## config.mk

```make
export PLATFORM = sky130hd
export DESIGN_NAME = led_blink_priority_engine
export DESIGN_NICKNAME = d
export VERILOG_FILES = /design/src/rtl/lbpe_pkg.sv /design/src/rtl/led_blink_priority_engine.sv
export VERILOG_INCLUDE_DIRS = /design/src /design/src/rtl
export SDC_FILE = /design/constraint.sdc
export NUM_CORES = 1
export LEC_CHECK = 0
export BUFFER_PORTS_ARGS = -buffer_cell sky130_fd_sc_hd__buf_2
export CAP_MARGIN = 20
export CELL_PAD_IN_SITES_DETAIL_PLACEMENT = 0
export CELL_PAD_IN_SITES_GLOBAL_PLACEMENT = 1
export CORE_AREA = 2 2 194 196
export CTS_CLUSTER_SIZE = 40
export DETAILED_ROUTE_END_ITERATION = 8
export DIE_AREA = 0 0 196 198
export GPL_TIMING_DRIVEN = 0
export HOLD_SLACK_MARGIN = 0.08
export PLACE_DENSITY = 0.82
export REMOVE_ABC_BUFFERS = 1
export SYNTH_ARGS = -nofsm -noshare
export SYNTH_HDL_FRONTEND = slang
export SYNTH_SLANG_ARGS = --single-unit
```

## constraint.sdc

```tcl
create_clock -name clk -period 7.9 [get_ports clk]
set_input_delay 1.58 -clock clk [delete_from_list [all_inputs] [get_ports clk]]
set_output_delay 1.58 -clock clk [all_outputs]
set_load 0.03 [all_outputs]
```

## src/rtl/led_blink_priority_engine_defines.svh

```systemverilog
// assertion macros shared by the led blink priority engine rtl
// expects clk and arst_n in the scope of each use
`ifndef LED_BLINK_PRIORITY_ENGINE_DEFINES_SVH
`define LED_BLINK_PRIORITY_ENGINE_DEFINES_SVH

// condition that must hold at every clock edge out of reset
`define LBPE_ASSERT_ALWAYS(lbl, cond, msg) \
	lbl: assert property (@(posedge clk) disable iff (!arst_n) (cond)) else $error(msg);

// condition that must hold in the cycle after a trigger
`define LBPE_ASSERT_NEXT(lbl, trig, cond, msg) \
	lbl: assert property (@(posedge clk) disable iff (!arst_n) (trig) |=> (cond)) \
		else $error(msg);

`endif

```

## src/rtl/lbpe_pkg.sv

```systemverilog
// package for the led blink priority engine: constants, microcode word type and program rom
// no dependencies
package lbpe_pkg;

	localparam int RULE_COUNT_DEF   = 8;
	localparam int LED_COUNT_DEF    = 3;
	localparam int LED_BASE_PIN_DEF = 4;

	localparam int RULE_W    = 24;
	localparam int FLAGS_W   = 16;
	localparam int PIN_W     = 3;
	localparam int PHASE_W   = 7;
	localparam int PERIOD_W  = 8;
	localparam int FRAC_W    = 5;
	localparam int PROD_W    = PERIOD_W + FRAC_W;
	localparam int CFG_IDX_W = 3;

	localparam logic [PHASE_W-1:0] PHASE_WRAP = 7'd100;
	// x / 20 == ((x >> 2) * 13108) >> 16, exact for x below 2^13
	localparam logic [13:0] RECIP_FIFTH = 14'd13108;

	// default code meaning no forced level
	localparam logic [1:0] DFLT_NONE = 2'd0;

	// microcode ops
	localparam logic [1:0] OP_WAIT  = 2'd0;
	localparam logic [1:0] OP_LOAD  = 2'd1;
	localparam logic [1:0] OP_EVAL  = 2'd2;
	localparam logic [1:0] OP_FLUSH = 2'd3;

	// jump conditions
	localparam logic [1:0] COND_NEXT  = 2'd0;
	localparam logic [1:0] COND_INPUT = 2'd1;
	localparam logic [1:0] COND_MORE  = 2'd2;
	localparam logic [1:0] COND_JUMP  = 2'd3;

	// program addresses
	localparam logic [1:0] STEP_WAIT  = 2'd0;
	localparam logic [1:0] STEP_LOAD  = 2'd1;
	localparam logic [1:0] STEP_EVAL  = 2'd2;
	localparam logic [1:0] STEP_FLUSH = 2'd3;

	typedef struct packed {
		logic [1:0] op;
		logic [1:0] cond;
		logic [1:0] target;
	} uword_t;

	function automatic uword_t ucode(input logic [1:0] step);
		uword_t w;
		case (step)
			STEP_WAIT:  w = '{op: OP_WAIT,  cond: COND_INPUT, target: STEP_LOAD};
			STEP_LOAD:  w = '{op: OP_LOAD,  cond: COND_NEXT,  target: STEP_EVAL};
			STEP_EVAL:  w = '{op: OP_EVAL,  cond: COND_MORE,  target: STEP_LOAD};
			STEP_FLUSH: w = '{op: OP_FLUSH, cond: COND_JUMP,  target: STEP_WAIT};
			default:    w = '{op: OP_WAIT,  cond: COND_JUMP,  target: STEP_WAIT};
		endcase
		return w;
	endfunction

endpackage

```

## src/rtl/led_blink_priority_engine.sv

```systemverilog
// led blink priority engine top level: microcoded rule scanner with output register
// depends on lbpe_pkg and led_blink_priority_engine_defines.svh
//
// channel   dir  handshake              payload
// s_*       in   s_tvalid / s_tready    s_tdata[15:0] status_flags
// m_*       out  m_tvalid / m_tready    m_tdata[2:0] write_pin, [3] write_level, m_tlast
// cfg_*     in   cfg_valid / cfg_ready  cfg_index rule number, cfg_data rule word
//
// a tick is an accept step, a load and an evaluate step per rule word, and a flush
// step that marks the final write; the product of period and fraction is registered
// by the load step, before the reciprocal multiply that divides it by twenty
// a write that must push the pending one into a full output register holds the sequencer
// until it drains
// reset clears rules, phase, led records and the sequencer; cfg_ready is always high
`include "led_blink_priority_engine_defines.svh"

module led_blink_priority_engine #(
	parameter int RULE_COUNT   = lbpe_pkg::RULE_COUNT_DEF,
	parameter int LED_COUNT    = lbpe_pkg::LED_COUNT_DEF,
	parameter int LED_BASE_PIN = lbpe_pkg::LED_BASE_PIN_DEF
) (
	input  logic                            clk,
	input  logic                            arst_n,
	input  logic                            s_tvalid,
	output logic                            s_tready,
	input  logic [lbpe_pkg::FLAGS_W-1:0]    s_tdata,   // status_flags
	output logic                            m_tvalid,
	input  logic                            m_tready,
	output logic [7:0]                      m_tdata,   // write_pin[2:0], write_level[3], zeros
	output logic                            m_tlast,   // last_write
	input  logic                            cfg_valid,
	output logic                            cfg_ready,
	input  logic [lbpe_pkg::CFG_IDX_W-1:0]  cfg_index,
	input  logic [lbpe_pkg::RULE_W-1:0]     cfg_data
);
	import lbpe_pkg::*;

	localparam int RIDX_W = (RULE_COUNT > 1) ? $clog2(RULE_COUNT) : 1;
	localparam int LIDX_W = (LED_COUNT > 1) ? $clog2(LED_COUNT) : 1;
	localparam int NPINS  = 1 << PIN_W;

	// rule words and per-led records {state, phase stamp}
	logic [RULE_W-1:0]    rules_q [RULE_COUNT];
	logic [PHASE_W:0]     record_q [LED_COUNT];

	// sequencer
	logic [1:0]           step_q;
	logic [RIDX_W-1:0]    rule_q;
	uword_t               uw;
	logic                 more_rules;
	logic                 stall;

	logic [PHASE_W-1:0]   phase_q;
	logic [FLAGS_W-1:0]   flags_q;
	logic [NPINS-1:0]     claimed_q;

	// fields latched by the load step
	logic [PIN_W-1:0]     pin_q;
	logic [LIDX_W-1:0]    lidx_q;
	logic [1:0]           dcode_q;
	logic                 inv_q;
	logic                 active_q;
	logic                 skip_q;
	logic [PERIOD_W-1:0]  period_q;
	logic [PROD_W-1:0]    product_q;
	logic [PHASE_W-1:0]   stamp_q;
	logic                 is_on_q;

	// pending write, held until we know whether another follows
	logic                 pend_valid_q;
	logic [PIN_W-1:0]     pend_pin_q;
	logic                 pend_level_q;

	// output register
	logic                 out_valid_q;
	logic [PIN_W-1:0]     out_pin_q;
	logic                 out_level_q;
	logic                 out_last_q;
	logic                 out_free;

	// load step decode
	logic [RULE_W-1:0]    word;
	logic [PIN_W-1:0]     w_pin;
	logic [PIN_W:0]       pin_diff;
	logic                 pin_ok;
	logic [LIDX_W-1:0]    w_lidx;
	logic [3:0]           w_fidx;
	logic [PHASE_W:0]     rec_rd;

	// evaluate step
	logic [24:0]          quot_full;
	logic [PERIOD_W-1:0]  t_off;
	logic [PERIOD_W-1:0]  t_on;
	logic [PERIOD_W-1:0]  elapsed;
	logic                 wrap;
	logic                 target;
	logic                 emit;
	logic                 emit_state;
	logic                 claim;

	logic                 in_acc;
	logic                 tick_end;

	assign uw         = ucode(step_q);
	assign s_tready   = (uw.op == OP_WAIT);
	assign in_acc     = s_tvalid && s_tready;
	assign cfg_ready  = 1'b1;
	assign out_free   = !out_valid_q || m_tready;
	assign more_rules = (rule_q != RIDX_W'(RULE_COUNT - 1));

	// rule word decode
	assign word     = rules_q[rule_q];
	assign w_pin    = word[15:13];
	assign pin_diff = {1'b0, w_pin} - (PIN_W+1)'(LED_BASE_PIN);
	assign pin_ok   = (w_pin >= PIN_W'(LED_BASE_PIN)) && (pin_diff < (PIN_W+1)'(LED_COUNT));
	assign w_lidx   = pin_diff[LIDX_W-1:0];
	assign w_fidx   = word[23:20];
	assign rec_rd   = pin_ok ? record_q[w_lidx] : '0;

	// timing: t_off = period * frac / 20, t_on = period - t_off, both mod 256
	assign quot_full = product_q[PROD_W-1:2] * RECIP_FIFTH;
	assign t_off     = quot_full[16 +: PERIOD_W];
	assign t_on      = period_q - t_off;
	assign elapsed   = {1'b0, phase_q} - {1'b0, stamp_q};
	assign wrap      = (phase_q < stamp_q);
	assign target    = (dcode_q[1]) ^ inv_q;

	always_comb begin
		emit       = 1'b0;
		emit_state = 1'b0;
		claim      = 1'b0;
		if (!skip_q) begin
			if (!active_q) begin
				// inactive rule: optional default level, never claims
				if ((dcode_q != DFLT_NONE) && (is_on_q != target)) begin
					emit       = 1'b1;
					emit_state = target;
				end
			end else begin
				claim = 1'b1;
				if ((stamp_q == '0) || (t_off == '0)) begin
					emit       = 1'b1;
					emit_state = 1'b1;
				end else if (is_on_q && ((elapsed >= t_on) || wrap)) begin
					emit       = 1'b1;
					emit_state = 1'b0;
				end else if (!is_on_q && ((elapsed >= t_off) || wrap)) begin
					emit       = 1'b1;
					emit_state = 1'b1;
				end
			end
		end
	end

	// a write that must push the pending one out waits for a free output slot
	assign stall = pend_valid_q && !out_free &&
		(((uw.op == OP_EVAL) && emit) || (uw.op == OP_FLUSH));
	assign tick_end = (uw.op == OP_FLUSH) && !stall;

	// sequencer: step counter with conditional jumps from the control word
	always_ff @(posedge clk or negedge arst_n) begin
		if (!arst_n) begin
			step_q <= STEP_WAIT;
			rule_q <= '0;
		end else if (!stall) begin
			case (uw.cond)
				COND_NEXT:  step_q <= step_q + 2'd1;
				COND_INPUT: step_q <= in_acc ? uw.target : step_q;
				COND_MORE:  step_q <= more_rules ? uw.target : step_q + 2'd1;
				COND_JUMP:  step_q <= uw.target;
				default:    step_q <= STEP_WAIT;
			endcase
			if (in_acc) begin
				rule_q <= '0;
			end else if ((uw.op == OP_EVAL) && more_rules) begin
				rule_q <= rule_q + RIDX_W'(1);
			end
		end
	end

	// configuration writes; indexes past the rule count are dropped
	always_ff @(posedge clk or negedge arst_n) begin
		if (!arst_n) begin
			for (int i = 0; i < RULE_COUNT; i++) begin
				rules_q[i] <= '0;
			end
		end else if (cfg_valid && cfg_ready &&
				({1'b0, cfg_index} < (CFG_IDX_W+1)'(RULE_COUNT))) begin
			rules_q[cfg_index[RIDX_W-1:0]] <= cfg_data;
		end
	end

	// tick state: phase, claims, led records
	always_ff @(posedge clk or negedge arst_n) begin
		if (!arst_n) begin
			phase_q   <= '0;
			claimed_q <= '0;
			for (int i = 0; i < LED_COUNT; i++) begin
				record_q[i] <= '0;
			end
		end else if (in_acc) begin
			phase_q   <= (phase_q == PHASE_WRAP - 7'd1) ? '0 : phase_q + 7'd1;
			claimed_q <= '0;
		end else if ((uw.op == OP_EVAL) && !stall) begin
			if (claim) begin
				claimed_q[pin_q] <= 1'b1;
			end
			if (emit) begin
				record_q[lidx_q] <= {emit_state, phase_q};
			end
		end
	end

	// load step latches the rule, its record and the period product
	always_ff @(posedge clk) begin
		if (in_acc) begin
			flags_q <= s_tdata;
		end
		if (uw.op == OP_LOAD) begin
			pin_q     <= w_pin;
			lidx_q    <= w_lidx;
			dcode_q   <= word[17:16];
			inv_q     <= word[18];
			active_q  <= flags_q[w_fidx] ^ word[19];
			skip_q    <= !pin_ok || claimed_q[w_pin];
			period_q  <= word[7:0];
			product_q <= word[7:0] * word[12:8];
			stamp_q   <= rec_rd[PHASE_W-1:0];
			is_on_q   <= rec_rd[PHASE_W];
		end
	end

	// pending write and output register
	always_ff @(posedge clk or negedge arst_n) begin
		if (!arst_n) begin
			pend_valid_q <= 1'b0;
			out_valid_q  <= 1'b0;
		end else begin
			if (m_tready) begin
				out_valid_q <= 1'b0;
			end
			if ((uw.op == OP_EVAL) && emit && !stall) begin
				pend_valid_q <= 1'b1;
				if (pend_valid_q) begin
					out_valid_q <= 1'b1;
				end
			end else if (tick_end) begin
				pend_valid_q <= 1'b0;
				if (pend_valid_q) begin
					out_valid_q <= 1'b1;
				end
			end
		end
	end

	always_ff @(posedge clk) begin
		if ((uw.op == OP_EVAL) && emit && !stall) begin
			pend_pin_q   <= pin_q;
			pend_level_q <= emit_state ^ inv_q ^ 1'b1;
			if (pend_valid_q) begin
				out_pin_q   <= pend_pin_q;
				out_level_q <= pend_level_q;
				out_last_q  <= 1'b0;
			end
		end else if (tick_end && pend_valid_q) begin
			out_pin_q   <= pend_pin_q;
			out_level_q <= pend_level_q;
			out_last_q  <= 1'b1;
		end
	end

	assign m_tvalid = out_valid_q;
	assign m_tdata  = {4'b0000, out_level_q, out_pin_q};
	assign m_tlast  = out_last_q;

	`LBPE_ASSERT_ALWAYS(a_phase_range, phase_q < PHASE_WRAP, "phase counter out of range")
	`LBPE_ASSERT_ALWAYS(a_idle_no_pending, (step_q != STEP_WAIT) || !pend_valid_q,
		"pending write left over at tick end")
	`LBPE_ASSERT_NEXT(a_accept_starts_scan, in_acc,
		(step_q == STEP_LOAD) && (rule_q == '0), "tick did not start at first rule")
	`LBPE_ASSERT_NEXT(a_flush_marks_last, (uw.op == OP_FLUSH) && pend_valid_q && out_free,
		m_tvalid && m_tlast, "final write of a tick not marked last")

endmodule

```

==> impl_metrics.env <==
export IMPL_status="complete, no violations"
export IMPL_ant_nets=0
export IMPL_cts_tree="built"
export IMPL_arrival_ns=8.01
export IMPL_synthAdderAreaFrac=0.147
export IMPL_fin_crit_ns=7.58
export IMPL_fin_nets=1596
export IMPL_drc_errors=0
export IMPL_synthFlopType="dfrtp_1"
export IMPL_grt_util_met3=0.0204
export IMPL_die_h_um=198
export IMPL_yosysWarnings=0
export IMPL_grt_usage=0.175
export IMPL_row_count=71
export IMPL_hold_buffers=0
export IMPL_cts_made_buffers=29
export IMPL_required_ns=8.33
export IMPL_finalSetupViolations=0
export IMPL_io_buffers=54
export IMPL_synth_ff_latch_count=293
export IMPL_grt_max_degree=124
export IMPL_io_pins=60
export IMPL_synth_compound_area_frac=0.0439
export IMPL_fill_cells=3080
export IMPL_met1_usage=0.236
export IMPL_maxCapViolations=0
export IMPL_finClkSkew_ns=0.00962
export IMPL_slew_viol_final=0
export IMPL_yosys_area_top_type="dfrtp_1"
export IMPL_critPathCaptureType="flop"
export IMPL_hold_viol_final=0
export IMPL_wl_per_cell_um=17.9
export IMPL_n_antenna_cell=0
export IMPL_syn_avg_cell_area_um2=13.2
export IMPL_ys_seq_area_frac=0.448
export IMPL_yosys_top_cells_area="dfrtp_1 (34%), mux2_2 (15%), edfxtp_1 (11%)"
export IMPL_critPathKind="flop to flop"
export IMPL_die_w_um=196
export IMPL_clockBufferDepth=3
export IMPL_worst_slew_pin_slew_ns=1.01
export IMPL_grt_most_used_layer="met2"
export IMPL_synth_mux_area_frac=0.238
export IMPL_syn_inst=1294
export IMPL_clk_pin_slew_ns=0.06
export IMPL_core_um2=37000
export IMPL_cts_max_level=1
export IMPL_dr_pass1_iters=5
export IMPL_holdCritPathClass="flop to flop"
export IMPL_path_max_fanout=8
export IMPL_cp_slowest_cell="fa_1"
export IMPL_gp_congestion=0.839
export IMPL_dpl_hpwl_mm=23.8
export IMPL_first_iter_violations=389
export IMPL_via_count=10200
export IMPL_final_setup_tns_ns=0
export IMPL_yosys_area_share_simple=0.0563
export IMPL_relSlewSlack=0.311
export IMPL_dieArea_um2=38800
export IMPL_fmax_mhz=132
export IMPL_first_global_vias=10600
export IMPL_drive_above_1_share=0.340
export IMPL_area_growth_synth_to_final_pct=13.8
export IMPL_synth_top_family_by_area="multiplexers"
export IMPL_viasPerCell=5.43
export IMPL_initial_core_util=0.461
export IMPL_grt_overflow=0
export IMPL_grtUsageMet2=0.303
export IMPL_cts_sinks=293
export IMPL_slowest_delay_ns=0.54
export IMPL_antenna_found_initial=2
export IMPL_totalWireLength_mm=33.6
export IMPL_finalCritPeriodShare=0.960
export IMPL_cp_start_kind="flop"
export IMPL_synth_top_area_frac=0.343
export IMPL_insertion_delay_ns=0.55
export IMPL_synth_edf_count=60
export IMPL_ys_types=68
export IMPL_synth_async_reset_ratio=0.795
export IMPL_grt_pass1_wl_mm=54.7
export IMPL_root_buffer="clkbuf_16"
export IMPL_syn_cell_area_um2=17000
export IMPL_synth_xor_area_frac=0.0265
routing by layer:
layer | share of wire | up-vias
met2 | 0.49 | 143
met1 | 0.46 | 5218
met5 | 0.00054 | -
met3 | 0.030 | 51
met4 | 0.020 | 4
li1 | - | 4768
worst max-delay path, delay by kind of cell (launching register included):
kind,cells,cell delay [ns]
AOI/OAI and AO/OA,8,1.38
xor gates and xnor gates,3,0.50
adders and majority gates,10,3.65
buffers and inverters,7,0.77
DFF,1,0.47
muxes,1,0.29
and+or+nand+nor,3,0.41
synthesized netlist by cell type (4+ instances only):
library cell	count
nand2b_1	13
nand2_1	54
buf_2	6
mux2i_1	27
xnor2_1	29
nor4_1	4
dfrtp_1	233
clkbuf_1	35
nand4_1	6
mux4_2	52
ha_1	117
mux2_2	225
nor2_1	43
o21ai_0	19
nor3b_1	6
inv_1	121
a21o_1	15
edfxtp_1	60
buf_4	6
xor2_1	17
o21bai_1	8
buf_1	4
nand3_1	10
nor3_1	5
mux2_4	5
nor2b_1	11
maj3_1	5
nand4b_1	6
fa_1	48
a21oi_1	40
and2_1	7
final cells by class:
class                   count  area [um2]  area share
inverters                 121         454      0.0234
well taps                 474         593      0.0306
clock buffers              44         852      0.0440
multi-input cells         832        8880       0.458
clock inverters             7        91.3     0.00472
repair buffers            106         863      0.0446
flip-flops and latches    293        7640       0.394
what timing repair did:
action,4_1_cts,5_1_grt
pin swaps,0,27
gates resized for setup,4,26
buffers inserted,0,30
cloned,0,0
endpoints found under the setup margin,7,44
through the flow:
step	instances	cell area, um2	setup slack [ns]	utilization	hold WS, ns
after detailed placement	1796	18000	-0.218	0.488	0.406
final	1877	19400	0.318	0.524	0.418
after CTS	1847	19000	-0.135	0.514	0.416
after global placement	1774	17700	-0.147	0.478	0.410
after floorplan	1246	16800	0.515	-	0.400
after global routing	1877	19400	-0.0367	0.524	0.422
final timing paths:
path	from	to	slack (ns)	cells past startpoint
worst max-delay path	product_q[11]	record_q[5]	0.32	32
worst min-delay path	pend_pin_q[0]	out_pin_q[0]	0.42	0
worst max register to register	product_q[11]	record_q[5]	0.32	32
worst min register to register	pend_pin_q[0]	out_pin_q[0]	0.42	0
max in group asynchronous	arst_n	rule_q[0]	5.63	2
min in group asynchronous	arst_n	rules_q[177]	1.10	1
flip-flops by register name, indices dropped and copies added, names as in the netlist, 2 cells and up:
register / cells
claimed_q: 3
out_pin_q: 3
rule_q: 3
pend_pin_q: 3
period_q: 8
product_q: 11
phase_q: 7
dcode_q: 2
rules_q: 192
pin_q: 3
step_q: 2
record_q: 24
flags_q: 16
stamp_q: 7
cells in the final DEF (no fill, tap or decap), drive strengths merged, types with 5 or more instances in the layout:
cell | Yosys | routed
a21o | 15 | 15
edfxtp | 60 | 60
nor4 | 5 | 5
nor3 | 5 | 5
nand4b | 6 | 6
nand2 | 54 | 54
dfrtp | 233 | 233
nor3b | 6 | 6
clkbuf | 35 | 44
xor2 | 18 | 18
nand4 | 7 | 7
and2 | 7 | 7
ha | 117 | 117
mux2 | 230 | 230
mux2i | 27 | 27
a21oi | 41 | 41
nand3 | 10 | 10
xnor2 | 31 | 31
maj3 | 7 | 7
nor2 | 46 | 46
inv | 121 | 123
o21bai | 8 | 8
fa | 48 | 48
buf | 16 | 106
or2 | 5 | 5
mux4 | 52 | 52
conb | 2 | 5
nor2b | 11 | 11
o21ai | 20 | 20
nand2b | 13 | 13
logic make-up after synthesis:
logic type	after synthesis
muxes	309
DFF	293
and+or+nand+nor	185
adders and majority gates	172
buffers and inverters	172
AOI/OAI and AO/OA	112
xor gates and xnor gates	49
other	2
Power is not shown: default switching activity piles up to over one toggle a cycle in this logic, so the estimate is an artifact.
